===== src/rtl/uvs_pkg.sv =====
`default_nettype none
package uvs_pkg;

    // quarter-wave polynomial coefficients, Q30
    localparam logic [30:0] TRIG_A = 31'd1686629713;
    localparam logic [29:0] TRIG_B = 30'd688904866;
    localparam logic [26:0] TRIG_C = 27'd76016977;

    // reset values of the configuration registers
    localparam logic [7:0]  RING_RESET   = 8'd5;
    localparam logic [15:0] RADIUS_RESET = 16'd256;
    // floor(2^32 / (2 * RING_RESET))
    localparam logic [31:0] RECIP_RESET  = 32'd429496729;

    // configuration register indexes
    localparam logic REG_RING   = 1'b0;
    localparam logic REG_RADIUS = 1'b1;

    localparam int RECIP_STEPS = 33;

    typedef struct packed {
        logic        busy;
        logic [31:0] recip;
    } t_recip_stat;

endpackage
`default_nettype wire


===== src/rtl/uvs_sine.sv =====
`default_nettype none
module uvs_sine (
    input  wire logic               i_clk,
    input  wire logic               i_en,
    input  wire logic [15:0]        i_phase,
    output logic signed [16:0]      o_sine
);
    import uvs_pkg::*;

    logic [14:0] r_x_a, r_x_b, r_x_c, r_x_d;
    logic        r_sg_a, r_sg_b, r_sg_c, r_sg_d;
    logic [14:0] r_x2_b, r_x2_c;
    logic [29:0] r_inner_c;
    logic [30:0] r_mid_d;
    logic signed [16:0] r_out;

    logic [14:0] n_x;
    logic [29:0] n_x2p;
    logic [41:0] n_cp;
    logic [44:0] n_ip;
    logic [45:0] n_mp;
    logic [16:0] n_mag;

    always_comb begin
        n_x   = i_phase[14] ? 15'(15'd16384 - {1'b0, i_phase[13:0]})
                            : {1'b0, i_phase[13:0]};
        n_x2p = r_x_a * r_x_a;
        n_cp  = r_x2_b * TRIG_C;
        n_ip  = r_x2_c * r_inner_c;
        n_mp  = r_x_d * r_mid_d + 46'd268435456;
        n_mag = {1'b0, n_mp[44:29]};
    end

    // fold phase into the first quadrant, then x2, inner, mid, final term
    always_ff @(posedge i_clk) begin
        if (i_en) begin
            r_x_a     <= n_x;
            r_sg_a    <= i_phase[15];
            r_x_b     <= r_x_a;
            r_sg_b    <= r_sg_a;
            r_x2_b    <= n_x2p[28:14];
            r_x_c     <= r_x_b;
            r_sg_c    <= r_sg_b;
            r_x2_c    <= r_x2_b;
            r_inner_c <= 30'(TRIG_B - 30'(n_cp[41:14]));
            r_x_d     <= r_x_c;
            r_sg_d    <= r_sg_c;
            r_mid_d   <= 31'(TRIG_A - 31'(n_ip[44:14]));
            r_out     <= r_sg_d ? -$signed(n_mag) : $signed(n_mag);
        end
    end

    assign o_sine = r_out;

endmodule
`default_nettype wire


===== config.mk =====
export PLATFORM = sky130hd
export DESIGN_NAME = uvs_sine
export DESIGN_NICKNAME = d
export VERILOG_FILES = /design/src/rtl/uvs_pkg.sv /design/src/rtl/uvs_sine.sv
export SDC_FILE = /design/constraint.sdc
export NUM_CORES = 2
export LEC_CHECK = 0
export BUFFER_PORTS_ARGS = -buffer_cell sky130_fd_sc_hd__buf_2
export CORE_ASPECT_RATIO = 1.4
export CORE_MARGIN = 2
export CORE_UTILIZATION = 30
export DETAILED_ROUTE_END_ITERATION = 8
export PLACE_DENSITY_LB_ADDON = 0.2
export SETUP_SLACK_MARGIN = 0.02
export SYNTH_ARGS = -nofsm -noshare
export SYNTH_HDL_FRONTEND = slang
export SYNTH_SLANG_ARGS = --single-unit

===== constraint.sdc =====
create_clock -name i_clk -period 10.35 [get_ports i_clk]
set_input_delay 1.035 -clock i_clk [delete_from_list [all_inputs] [get_ports i_clk]]
set_output_delay 1.035 -clock i_clk [all_outputs]
set_load 0.1 [all_outputs]

# Word-level counts from Yosys, hierarchy flattened
# Index checks and enable logic that the tools add are counted.
# word_totals
in_bits	18
out_inout_bits	17
elab_cells	26
ff_bits	172
# op_classes
n_mux	2
n_mul	4
add_sub_neg	5
# ops
op	count
$add A45 B29 Y45 const B	1
$mul A15 B30 Y45	1
$mul A15 B31 Y45	1
$mul A15 B27 Y42 const B	1
$sub A31 B31 Y31 const A	1
$sub A30 B28 Y30 const A	1
$mul A15 B15 Y29	1
$neg A16 Y17	1
$mux W16	1
$sub A15 B14 Y15 const A	1
$mux W14	1

# Longest topological paths before layout
# depth
depth_word	4
ltp_mapped	29
depth_no_buf	28

# Worst setup path before layout
# No wires, ideal clock.
# synth_timing
kind	reg-to-reg
startpoint	register r_x_d[0]
endpoint	register r_out[14] (netlist: o_sine[14]), data pin
path_buffers	2
path_stages_with_launch	26
path_slack_ps	3136
setup_ps	273
arrival_ps	6941
t_required_ps	10077
synth_period_minus_slack_ps	7214
path_cell_list	edfxtp_1 > clkbuf_1 > clkbuf_1 > nand2_1 > fa_1 > inv_1 > fa_1 > fa_1 > fa_1 > fa_1 > inv_1 > fa_1 > inv_1 > ha_1 > a21o_1 > a21o_1 > a211o_1 > or3_1 > a21oi_1 > o21ai_1 > xor2_1 > nand2b_1 > or3_1 > nand4b_4 > o41ai_2 > xor2_1
# synth_between
elab_chain_cells	4
# synth_rtl
item	line_no	text
start, declared	uvs_sine.sv:10	logic [14:0] r_x_a, r_x_b, r_x_c, r_x_d;
start signal, assigned	uvs_sine.sv:46	r_x_d <= r_x_c;
$mul A15 B31 Y45 *	uvs_sine.sv:30	n_mp = r_x_d * r_mid_d + 46'd268435456;
$add A45 B29 Y45 *	uvs_sine.sv:30	
$neg A16 Y17	uvs_sine.sv:49	r_out <= r_sg_d ? -$signed(n_mag) : $signed(n_mag);
$mux W16 *	uvs_sine.sv:49	
end signal, assigned	uvs_sine.sv:49	
end, declared	uvs_sine.sv:15	logic signed [16:0] r_out;
# Every way passes the cells marked *; elsewhere a longest branch is shown, timed or not.
# A chain may end at the register's enable or synchronous reset.

# Final worst setup path
# layout_timing
startpoint	register r_x2_c[7]
endpoint	register r_mid_d[28], data pin
# layout_between
elab_chain_cells	2
# layout_rtl
item	line_no	text
start, declared	uvs_sine.sv:12	logic [14:0] r_x2_b, r_x2_c;
start signal, assigned	uvs_sine.sv:44	r_x2_c <= r_x2_b;
$mul A15 B30 Y45	uvs_sine.sv:29	n_ip = r_x2_c * r_inner_c;
$sub A31 B31 Y31	uvs_sine.sv:48	r_mid_d <= 31'(TRIG_A - 31'(n_ip[44:14]));
end signal, assigned	uvs_sine.sv:48	
end, declared	uvs_sine.sv:14	logic [30:0] r_mid_d;
# No other way between the ends.

==> impl_metrics.tcl <==
set metrics [dict create \
    avgViaCountPerCell 4.62 \
    first_global_vias 36648 \
    htree_levels 4 \
    antenna_found_initial 1 \
    remaining_drc_errors 0 \
    dp_slack_ns 1.89 \
    tns_ns 0 \
    drtAntennaViolNets 0 \
    period_needed_ns 8.51 \
    slew_viol_final 0 \
    yosys.area.top_type "fa_1" \
    nets 6404 \
    clk_latency_ns 0.51 \
    fin_area_um2 50600 \
    cts_tree "yes" \
    ys.flop_type "edfxtp_1" \
    async_reset_ff_share_pct 0 \
    path_delay_family "adder cells" \
    cp_max_fo 19 \
    cts_max_path_buffers 2 \
    ys_seq_elements 172 \
    core_um2 157000 \
    die_area_um2 162000 \
    path_depth 24 \
    min_delay_path_depth 0 \
    hold_buffers 0 \
    synth_common_cells "inv_1 (1185), fa_1 (991), nand2_1 (675)" \
    rows 172 \
    post_dp_cell_area_um2 50000 \
    wl_um 124000 \
    cts_made_buffers 17 \
    ioPinCount 35 \
    grt.total_usage_pct 16.0 \
    synth.distinct_cells 100 \
    grt_max_degree 73 \
    start_util_pct 30.3 \
    synth.most_common_cell "inv_1" \
    finalCritPeriodShare_pct 82.2 \
    globalplace.congestion 0.809 \
    postSynthAreaPerCell_um2 9.49 \
    finalSetupViolations 0 \
    crit_chain "buf_4 > nand2_1 > fa_1 > fa_1 > inv_1 > fa_1 > fa_1 > fa_1 > inv_1 > fa_1 > inv_1 > ha_1 > and2_1 > a221o_1 > or2_2 > a2111oi_0 > a211oi_1 > a21oi_1 > nand2b_4 > a2111oi_4 > o211ai_2 > o21ai_1 > a221oi_2 > xor2_1" \
    critPathBufInv 4 \
    slew_headroom_pct 21.7 \
    synth_cells 5014 \
    yosysSeqAreaShare_pct 10.9 \
    ys_warn_count 0 \
    drt_iter0_drc 1211 \
    fin_skew_ns 0.0131 \
    hold_viol 0 \
    status "complete, no violations" \
    cp.arrival_ns 8.77 \
    synth_edf_count 172 \
    post_cts_resized 0 \
    clkTransAtPathRegs_ns 0.08 \
    drt-wirelength-per-cell_um 17.6 \
    yosys-top-cells-area "fa_1 (42%), ha_1 (12%), edfxtp_1 (11%)" \
    critPathRequiredTime_ns 10.61 \
    fmax_mhz 117 \
    syn2layout_area_growth_pct 6.36 \
    critPathCaptureType "flip-flop" \
    r2r_cells 24 \
    gr-total-overflow 0 \
    dr.pass1.iters 7 \
    critPathMostFrequentCell "fa_1" \
    die_x_um 341 \
    numPortBuffers 34 \
    fin_cells 7028 \
    max_stage_delay_ns 1.01 \
    rsz0062_at_grt "false" \
    drive_gt1_share_pct 3.77 \
    dp_hpwl_um 99300 \
    die_h_um 475 \
    dp.cells 6995 \
    synth_top_area_share_pct 41.7 \
    postCtsSetupBuffers 0 \
    cap_viol_max_count 0 \
    setup_ws_ns 1.84 \
    root_buffer "clkbuf_16" \
    cp-start-kind "flip-flop" \
    synth.net_count 6492 \
    via_count 32454 \
    slowest_stage "edfxtp_1" \
    tightest_slew_ns 1.17 \
    clkSinkCount 172 \
    worstSetupPathType "flip-flop to flip-flop" \
    min_path_type "flip-flop to flip-flop" \
    synth_area_um2 47600 \
    grt_pass1_wl_um 202000 \
]
layer usage:
metal / vias to the layer above / share of wire, % / GRT usage (%)
met5: - / 0 / 0
met2: 379 / 55 / 31.2
met4: 0 / 2.1 / 4.06
met3: 131 / 1.7 / 1.37
met1: 16917 / 41 / 18.4
li1: 15027 / - / -
cell usage in the layout (no fill, tap or decap), drive strengths merged, types with 73 or more instances in the layout:
master and n:
a21oi 114, nand2 676, nor2 82, o21ai 73
fa 991, edfxtp 172, inv 1191, buf 88
xnor2 109, and2 439, ha 469
cells by family (layout without fill, tap and decap cells):
family | after synthesis | after routing | share of synthesized area, %
adder cells (fa/ha/maj) | 1460 | 1460 | 54.0
AND/OR/NAND/NOR | 1409 | 1409 | 14.6
buffers and inverters | 1382 | 1307 | 11.0
AO/OA/AOI/OAI | 411 | 411 | 6.19
flip-flops | 172 | 172 | 10.9
XOR/XNOR | 168 | 168 | 3.09
multiplexers | 12 | 12 | 0.263
other | 0 | 1 | 0
sequential cells by signal (all words and copies together) (netlist names):
name and count:
o_sine 17, r_inner_c 30, r_mid_d 31, r_sg_a 1, r_sg_b 1, r_sg_c 1, r_sg_d 1, r_x2_b 15
r_x2_c 15, r_x_a 15, r_x_b 15, r_x_c 15, r_x_d 15
metrics by stage:
stage          hold WS [ns]  utilization, %
3_3_place_gp          0.402            31.8
2_1_floorplan         0.400               -
5_1_grt               0.422            32.2
6_report              0.411            32.2
4_1_cts               0.412            32.2
3_5_place_dp          0.405            31.8
final timing paths:
check / from / slack [ns] / endpoint
worst min-delay path: r_x_c[14] / 0.41 / r_x_d[14]
worst max-delay path: r_x2_c[7] / 1.84 / r_mid_d[28]
worst max register to register: r_x2_c[7] / 1.84 / r_mid_d[28]
worst min register to register: r_x_c[14] / 0.41 / r_x_d[14]
layout make-up:
type / count / area (µm²)
inverters: 1186 / 4450
multi-input cells: 3460 / 37200
clock buffers: 18 / 429
clock inverters: 14 / 159
repair buffers: 89 / 592
well taps: 2088 / 2610
fillers: 16397 / 107000
flip-flops and latches: 172 / 5160
diodes: 1 / 2.50
Power is left out: the tool's default activity adds up to more than one toggle a clock period on the data nets, which glitch-free logic cannot reach.
