--- src/rtl/uvs_pkg.sv ---
`default_nettype none
package uvs_pkg;

    // quarter-wave polynomial coefficients, Q30
    localparam logic [30:0] TRIG_A = 31'd1686629713;
    localparam logic [29:0] TRIG_B = 30'd688904866;
    localparam logic [26:0] TRIG_C = 27'd76016977;

    // reset values of the configuration registers
    localparam logic [7:0]  RING_RESET   = 8'd5;
    localparam logic [15:0] RADIUS_RESET = 16'd256;
    // floor(2^32 / (2 * RING_RESET))
    localparam logic [31:0] RECIP_RESET  = 32'd429496729;

    // configuration register indexes
    localparam logic REG_RING   = 1'b0;
    localparam logic REG_RADIUS = 1'b1;

    localparam int RECIP_STEPS = 33;

    typedef struct packed {
        logic        busy;
        logic [31:0] recip;
    } t_recip_stat;

endpackage
`default_nettype wire

--- src/rtl/uvs_recip.sv ---
`default_nettype none
module uvs_recip (
    input  wire logic              i_clk,
    input  wire logic              i_rst_n,
    input  wire logic              i_start,
    input  wire logic [8:0]        i_div,
    output uvs_pkg::t_recip_stat   o_stat
);
    import uvs_pkg::*;

    logic        r_busy;
    logic [5:0]  r_cnt;
    logic [8:0]  r_rem;
    logic [31:0] r_quo;
    logic [8:0]  r_div;
    logic [31:0] r_recip;

    logic [9:0]  n_trial;
    logic        n_bit;
    logic [8:0]  n_rem;
    logic [31:0] n_quo;

    // one quotient bit of 2^32 / div per cycle, restoring
    always_comb begin
        n_trial = {r_rem, (r_cnt == 6'd0)};
        n_bit   = (n_trial >= {1'b0, r_div});
        n_rem   = n_bit ? 9'(n_trial - {1'b0, r_div}) : n_trial[8:0];
        n_quo   = {r_quo[30:0], n_bit};
    end

    // control
    always_ff @(posedge i_clk) begin
        if (!i_rst_n) begin
            r_busy  <= 1'b0;
            r_cnt   <= '0;
            r_recip <= RECIP_RESET;
        end else if (i_start) begin
            r_busy <= 1'b1;
            r_cnt  <= '0;
        end else if (r_busy) begin
            r_cnt <= r_cnt + 6'd1;
            if (r_cnt == 6'(RECIP_STEPS - 1)) begin
                r_busy  <= 1'b0;
                r_recip <= n_quo;
            end
        end
    end

    // datapath
    always_ff @(posedge i_clk) begin
        if (i_start) begin
            r_rem <= '0;
            r_quo <= '0;
            r_div <= i_div;
        end else if (r_busy) begin
            r_rem <= n_rem;
            r_quo <= n_quo;
        end
    end

    assign o_stat.busy  = r_busy;
    assign o_stat.recip = r_recip;

endmodule
`default_nettype wire

--- config.mk ---
export PLATFORM = sky130hd
export DESIGN_NAME = uvs_recip
export DESIGN_NICKNAME = d
export VERILOG_FILES = /design/src/rtl/uvs_pkg.sv /design/src/rtl/uvs_recip.sv
export SDC_FILE = /design/constraint.sdc
export NUM_CORES = 1
export LEC_CHECK = 0
export BUFFER_PORTS_ARGS = -buffer_cell sky130_fd_sc_hd__buf_4
export CORE_UTILIZATION = 57
export DETAILED_ROUTE_END_ITERATION = 12
export PLACE_DENSITY = 0.78
export SYNTH_ARGS = -nofsm -noshare
export SYNTH_HDL_FRONTEND = slang
export SYNTH_SLANG_ARGS = --single-unit
--- constraint.sdc ---
create_clock -name i_clk -period 3.5 [get_ports i_clk]
set_clock_uncertainty 0.1 [all_clocks]
set_input_delay 0.525 -clock i_clk [delete_from_list [all_inputs] [get_ports i_clk]]
set_output_delay 0.525 -clock i_clk [all_outputs]
set_load 0.005 [all_outputs]
======== Word level (Yosys, flattened, before mapping) ========
Cells that the tools add are included.
word-level totals
  input bits .............................. 12
  logic and storage cells ................. 19
  register bits after elaboration ......... 88
cells by class
  bitwise operators ....................... 2
  $add $sub $neg .......................... 2
  eq/ne operators ......................... 1
  multiplexer cells ....................... 4
  order comparisons ....................... 1
  reductions and logical operators ........ 3
operator list
  cell                                                            number
  10-bit by 9-bit greater-or-equal comparator with 1-bit output   1
  9-bit 2-to-1 mux                                                1
  9-bit subtractor                                                1
  6-bit by 1-bit adder with 6-bit output (second input constant)  1
  6-bit equality test (second input constant)                     1
  6-bit zero test                                                 1
  1-bit 2-to-1 mux                                                3
  3-bit AND reduction                                             1
  1-bit inverter                                                  2
  2-bit OR reduction                                              1

======== Depth between registers and ports, before layout ========
Gate-level depths: netlist of run 1.
  depth in word-level cells ............... 4
  mapped depth ............................ 12

======== Worst setup path before layout of run 1 ========
No wires, ideal clock.
  kind .................................... register -> register
  start point ............................. register r_cnt[0]
  end point ............................... register r_rem[8]
  required time ........................... 3.269 ns
  arrival time ............................ 2.421 ns
  cell stages (with the launch flop) ...... 13
  period minus slack after synthesis ...... 2.652 ns
  path slack .............................. 0.848 ns
  buffers on the path ..................... 0
  library setup time ...................... 0.131 ns
  path through ............................ dfxtp_1 -> inv_1 -> ha_1 -> nor4b_2 -> nand2b_1 -> ha_1 -> inv_1 -> fa_1 -> a211oi_2 -> o21ai_0 -> a2111oi_0 -> o21a_1 -> nor3_1
between the ends
  word-level cells in the longest chain between the ends .. 3
  elaborated cells on any way between the ends .. 4
RTL lines
  item                                                                                                      RTL line                          source
  start: declaration                                                                                        uvs_recip.sv:12                   logic [5:0] r_cnt;
  start signal: assignment                                                                                  uvs_recip.sv:41                   r_cnt <= r_cnt + 6'd1;
  6-bit zero test (*)                                                                                       uvs_recip.sv:25                   n_trial = {r_rem, (r_cnt == 6'd0)};
  9-bit subtractor / 10-bit by 9-bit greater-or-equal comparator with 1-bit output (equally long branches)  uvs_recip.sv:27, uvs_recip.sv:26
  9-bit 2-to-1 mux (*)                                                                                      uvs_recip.sv:27                   n_rem = n_bit ? 9'(n_trial - {1'b0, r_div}) : n_trial[8:0];
  end signal: assignment                                                                                    uvs_recip.sv:56                   r_rem <= n_rem;
  end: declaration                                                                                          uvs_recip.sv:13                   logic [8:0] r_rem;
Mark *: on every way between the ends. The rest lies on a longest branch, timed or not.
A chain may end at the register's enable or synchronous reset.

======== Worst setup path in the final report of run 1 ========
  start point ............................. register r_cnt[0]
  end point ............................... register r_rem[0]
Same word-level chain as after synthesis.

==> impl_metrics.py, run 1 <==
metrics = {
    "run_status": {
        "status": "finished clean",
    },
    "yosys": {
        "synth-edff-count": 9,
        "synth_area_sq_um": 3700,
        "synth.area.top_cells": "dfxtp_1 43%, mux2i_1 8.4%, edfxtp_1 7.3%, nand2_1 7.1%, nor2_1 5.3%",
        "yosysTopAreaCellShare": 0.428,
        "syn-num-nets": 422,
        "syn_avg_cell_area_sq_um": 9.29,
        "synth_cell_types": 43,
        "synthArstFlopShare": 0,
        "yosys.area.top_type": "dfxtp_1",
        "synth-seq-cells": 88,
        "seq_area_frac_synth": 0.501,
        "synth_warnings": 0,
        "synthFlopType": "dfxtp_1",
        "syn_inst": 398,
        "yosysMostFrequentCell": "dfxtp_1",
        "synth_common_cells": "79 x dfxtp_1, 70 x nand2_1, 52 x nor2_1",
    },
    "die": {
        "ios": 45,
        "core-area_sq_um": 6100,
        "die_y_um": 82.5,
        "initial_core_util": 0.606,
        "rows": 28,
        "die_area_sq_um": 6810,
        "die_x_um": 82.5,
    },
    "worst_setup_path": {
        "worst_ep_required_time_ns": 3.60,
        "cp-start-kind": "flop",
        "end_kind": "flop",
        "crit_type": "reg -> reg",
        "crit_fanout": 6,
        "arrival_ns": 3.06,
    },
    "route": {
        "wl_um": 7370,
        "initialDrtViolationCount": 154,
        "drc": 0,
        "avgRoutedWirePerCell_um": 14.3,
        "antenna_left": 0,
        "via_count": 2843,
        "firstDrtPassIters": 5,
        "avgViaCountPerCell": 5.51,
    },
    "grt": {
        "grt_max_degree": 53,
        "overflow": 0,
        "first_global_vias": 2647,
        "antenna_found_initial": 0,
        "grt_pass1_wl_um": 12300,
        "grtUsageTotal": 0.241,
    },
    "sta": {
        "finalMaxSlewViolations": 0,
        "fin_crit_ns": 2.96,
        "rsz0062_at_grt": "false",
        "finalSetupTns_ns": 0,
        "max_freq_ghz": 0.338,
        "finalSetupViolCount": 0,
        "period_share": 0.845,
        "max_slew_margin": 0.495,
        "hold_viol_final": 0,
        "hold_ws_ns": 0.238,
        "tightest_slew_ns": 0.757,
    },
    "pwr": {
        "cellPowerDensity_nw_per_um2": 467,
        "p_leak_nw": 1.76,
        "ir_drop_mv": 0.326,
    },
    "final_layout": {
        "area_delta_synth_final_pct": 15.3,
        "drive_above_1_share": 0.163,
        "antenna_cells": 0,
        "final_nets": 460,
        "design_area_sq_um": 4260,
        "multi_input_area_sq_um": 1700,
        "fin_util": 0.699,
        "final-seq-area_sq_um": 1850,
        "fillers": 504,
        "finalNonFillerCells": 516,
    },
    "clock_network": {
        "htree_levels": 3,
        "tritoncts": "yes",
        "root_buffer": "clkbuf_8",
        "clkSinkCount": 88,
        "cts_setup_buffers": 0,
        "clk_pin_slew_ns": 0.09,
        "cts_buffer_depth": 2,
        "hold_buffers": 0,
        "cts_resized": 0,
        "clkLatencyLatePin_ns": 0.35,
        "cts_made_buffers": 9,
    },
    "placed_design": {
        "placedCellCount": 500,
        "placedInstanceArea_sq_um": 4060,
        "hpwl_um": 4840,
        "gp_congestion": 0.884,
        "portBuffers": 44,
    },
    "worst_hold_path": {
        "hp-class": "in -> reg",
    },
    "run": {
        "drv_cap": 0,
    },
}
[worst paths after layout]
check                            startpoint     endpoint  slack, ns  depth (start not counted)
worst max-delay path               r_cnt[0]     r_rem[0]       0.54                         12
worst min-delay path               i_div[2]     r_div[2]       0.24                          1
worst max register to register     r_cnt[0]     r_rem[0]       0.54                         12
worst min register to register  r_recip[13]  r_recip[13]       0.37                          2
[per-stage QoR]
step / setup slack [ns] / total power, W
finish: 0.541 / 0.00199
global route: 0.364 / 0.00207
CTS: 0.548 / 0.00200
detailed placement: 0.579 / 0.00129
global placement: 0.624 / 0.00129
floorplan: 0.848 / 0.00124
[cell families after synthesis]
logic type,Yosys count,synth area share
AND/OR/NAND/NOR,164,0.192
flip-flops,88,0.501
AO/OA/AOI/OAI,61,0.124
buffers and inverters,34,0.0379
multiplexers,31,0.0840
adder cells (fa/ha/maj),12,0.0427
XOR/XNOR,8,0.0190
[layout by cell type (no fill, tap or decap), types with 3 or more instances in the layout]
cell type	n
nor2_1	52
buf_4	47
xor2_1	5
a311oi_1	7
nor2b_1	3
nand4_1	3
mux2i_1	31
dfxtp_1	78
nand2b_1	6
o21bai_1	3
clkbuf_8	10
edfxtp_1	9
xnor2_1	3
nor3_1	3
a21boi_0	16
nand3_1	19
ha_1	11
nand2_1	70
o21ai_0	6
inv_1	14
a21oi_1	10
[area by class of cell]
cell class                 count  share of cell area
clock inverter                 5              0.0150
clock buffer                  11              0.0332
multi-input combinational    276               0.400
tap                           75              0.0220
timing repair buffer          47              0.0828
sequential                    88               0.435
inverter                      14              0.0123
[report_power, final]
group	internal (W)	switching (W)
Clock	0.000356	0.000363
Sequential	0.00104	0.0000240
Combinational	0.0000871	0.000122
[critical path, stage by stage (launching register included)]
cell      delay [ns]
dfxtp_1         0.39
inv_1           0.07
ha_1            0.19
nor4b_2         0.17
nand2b_1        0.10
ha_1            0.16
inv_1           0.05
fa_1            0.42
a211oi_2        0.40
o211ai_2        0.17
o211a_4         0.19
nor2_2          0.26
a311oi_1        0.13
[state kept, by name, summed over array words and instances (netlist names)]
signal / cells
r_cnt: 6
r_quo: 31
r_div: 9
r_busy: 1
r_rem: 9
r_recip: 32
[layer usage]
| metal | part of all wire | up-vias | global-route usage |
|---|---|---|---|
| li1 | - | 1426 | - |
| met1 | 0.48 | 1345 | 0.313 |
| met2 | 0.47 | 64 | 0.388 |
| met3 | 0.044 | 8 | 0.0604 |
| met4 | 0.012 | 0 | 0.0828 |
| met5 | 0 | - | 0 |
Power figures use the tool's default switching activity.
==> run 2, diff against run 1 <==
- ABC_AREA: not set -> 1
- CORE_UTILIZATION: 57 -> 52
- PLACE_DENSITY: 0.78 -> 0.75
- clock period: 3.5 -> 2.5 ns (I/O delays scaled with it)
==> impl_metrics.py, run 2 <==
metrics = {
    "grt": {
        "grt_pass1_wl_um": 12900,
        "grt_max_degree": 39,
        "antenna_found_initial": 0,
        "overflow": 0,
        "first_global_vias": 2890,
        "grtUsageTotal": 0.216,
    },
    "yosys": {
        "synth_common_cells": "109 x nor2_1, 84 x nand2_1, 79 x dfxtp_1",
        "synthFlopType": "dfxtp_1",
        "synth-edff-count": 9,
        "synth-seq-cells": 88,
        "yosysTopAreaCellShare": 0.429,
        "syn-num-nets": 508,
        "synth_area_sq_um": 3680,
        "synth_warnings": 0,
        "yosysMostFrequentCell": "nor2_1",
        "synthArstFlopShare": 0,
        "synth_cell_types": 28,
        "syn_inst": 484,
        "seq_area_frac_synth": 0.503,
        "yosys.area.top_type": "dfxtp_1",
        "synth.area.top_cells": "dfxtp_1 43%, nor2_1 11%, nand2_1 8.6%, edfxtp_1 7.3%, o21ai_0 7.1%",
        "syn_avg_cell_area_sq_um": 7.61,
    },
    "run": {
        "drv_cap": 0,
    },
    "die": {
        "initial_core_util": 0.539,
        "die_y_um": 86.2,
        "die_x_um": 86.2,
        "die_area_sq_um": 7430,
        "rows": 30,
        "core-area_sq_um": 6830,
        "ios": 45,
    },
    "final_layout": {
        "drive_above_1_share": 0.163,
        "layout_common_cells": "108 x nor2_1, 84 x nand2_1, 77 x dfxtp_1",
        "finalNonFillerCells": 624,
        "final_common_cell": "nor2_1",
        "final_nets": 547,
        "regMostFlops": "r_recip",
        "largest_reg_flops": 32,
        "design_area_sq_um": 4310,
        "reg_top3": "r_recip (32), r_quo (31)",
        "antenna_cells": 0,
        "area_delta_synth_final_pct": 16.9,
    },
    "pwr": {
        "cellPowerDensity_nw_per_um2": 667,
        "seq_power_share": 0.536,
        "p_switching_w": 0.000850,
        "internal_power_w": 0.00202,
        "p_leak_nw": 2.00,
        "pwr-share-comb": 0.128,
        "netSwitchingFraction": 0.296,
        "power_w": 0.00287,
        "ir_drop_mv": 0.473,
        "clkPwrFrac": 0.337,
    },
    "route": {
        "initialDrtViolationCount": 190,
        "wl_um": 7450,
        "antenna_left": 0,
        "via_count": 3143,
        "avgViaCountPerCell": 5.04,
        "firstDrtPassIters": 4,
        "drc": 0,
        "avgRoutedWirePerCell_um": 11.9,
    },
    "sta": {
        "hold_ws_ns": 0.0955,
        "period_share": 0.934,
        "finalSetupTns_ns": 0,
        "fin_crit_ns": 2.34,
        "finalMaxSlewViolations": 0,
        "max_slew_margin": 0.621,
        "max_freq_ghz": 0.428,
        "tightest_slew_ns": 0.567,
        "finalSetupViolCount": 0,
        "hold_viol_final": 0,
    },
    "clock_network": {
        "clkSinkCount": 88,
        "tritoncts": "yes",
        "cts_buffer_depth": 2,
        "clkLatencyLatePin_ns": 0.36,
        "cts_made_buffers": 9,
        "root_buffer": "clkbuf_8",
        "clk_pin_slew_ns": 0.10,
        "htree_levels": 3,
    },
    "placed_design": {
        "gp_congestion": 0.879,
        "hpwl_um": 4790,
        "portBuffers": 44,
        "placedCellCount": 606,
        "placedInstanceArea_sq_um": 4060,
    },
    "worst_setup_path": {
        "worst_ep_required_time_ns": 2.64,
        "arrival_ns": 2.47,
        "cp-start-kind": "flop",
        "reg2regPathDepth": 16,
        "crit_type": "reg -> reg",
        "end_kind": "flop",
        "crit_fanout": 6,
    },
    "run_status": {
        "status": "finished clean",
    },
    "worst_hold_path": {
        "hp-class": "in -> reg",
        "holdPathStages": 1,
    },
}
run 2: changes by cell type after synthesis, moves of 14 or more:
cell and delta:
nor2_1 +57, inv_1 +24, mux2i_1 -31, nand2_1 +14, a21boi_0 -16, o21ai_0 +46
run 2: path summary, 6_finish.rpt:
| check | to | slack (ns) | start |
|---|---|---|---|
| worst max register to register | r_rem[2] | 0.16 | r_cnt[1] |
| worst min-delay path | r_div[8] | 0.1 | i_div[8] |
| worst max-delay path | r_rem[2] | 0.16 | r_cnt[1] |
| worst min register to register | r_recip[4] | 0.38 | r_recip[4] |
run 2: power groups by stage:
stage	clock network (W)	registers (W)	logic, W
after floorplan	0	0.00155	0.000282
after global placement	0	0.00157	0.000340
after detailed placement	0	0.00157	0.000346
after CTS	0.000981	0.00154	0.000351
after global routing	0.00104	0.00155	0.000422
final	0.000967	0.00154	0.000366
run 2: final cells by class:
cell class / count / area, sq um
flip-flops and latches: 88 / 1850
repair buffers: 51 / 383
well taps: 96 / 120
clock inverters: 7 / 70.1
inverters: 41 / 154
multi-input cells: 332 / 1600
fillers: 635 / 2520
clock buffers: 9 / 124
run 2: stage by stage:
step / worst slack [ns] / utilization
CTS: 0.0210 / 0.623
floorplan: 0.243 / -
finish: 0.164 / 0.630
global placement: 0.125 / 0.595
global route: -0.0319 / 0.630
detailed placement: 0.0280 / 0.595
run 2: logic make-up (layout without fill, tap and decap cells):
| group | count (synthesis) | count (layout) | synth area share |
|---|---|---|---|
| buffers and inverters | 65 | 108 | 0.0733 |
| adders and majority gates | 12 | 12 | 0.0428 |
| AOI/OAI and AO/OA | 72 | 72 | 0.0992 |
| xor gates and xnor gates | 3 | 3 | 0.00713 |
| DFF | 88 | 88 | 0.503 |
| and+or+nand+nor | 244 | 245 | 0.275 |
run 2: worst max-delay path, cell delays in order, from the launching register on:
cell,delay (ns)
dfxtp_2,0.35
inv_1,0.07
ha_1,0.18
nand2_1,0.08
nor2_2,0.05
nand3_2,0.08
ha_1,0.15
inv_1,0.07
fa_2,0.42
nand3_2,0.11
nand3_4,0.08
nand2_4,0.10
nand2_4,0.07
nand2_1,0.07
o21ai_0,0.07
nor2_1,0.12
nor2_1,0.05
run 2: per-layer routing:
metal  share of wire  up-vias  track usage
li1                -     1624            -
met3           0.034        9       0.0343
met2            0.47       61        0.354
met4           0.015        0       0.0818
met1            0.48     1449        0.288
met5               0        -            0
run 2: what timing repair did:
item                                   in CTS  in global routing
resized for setup                           1                  9
buffers inserted                            0                  1
endpoints found under the hold margin       0                  0
pin swaps                                   0                  2
hold buffers                                0                  0
setup endpoints to repair                   2                 11
cloned                                      0                  1
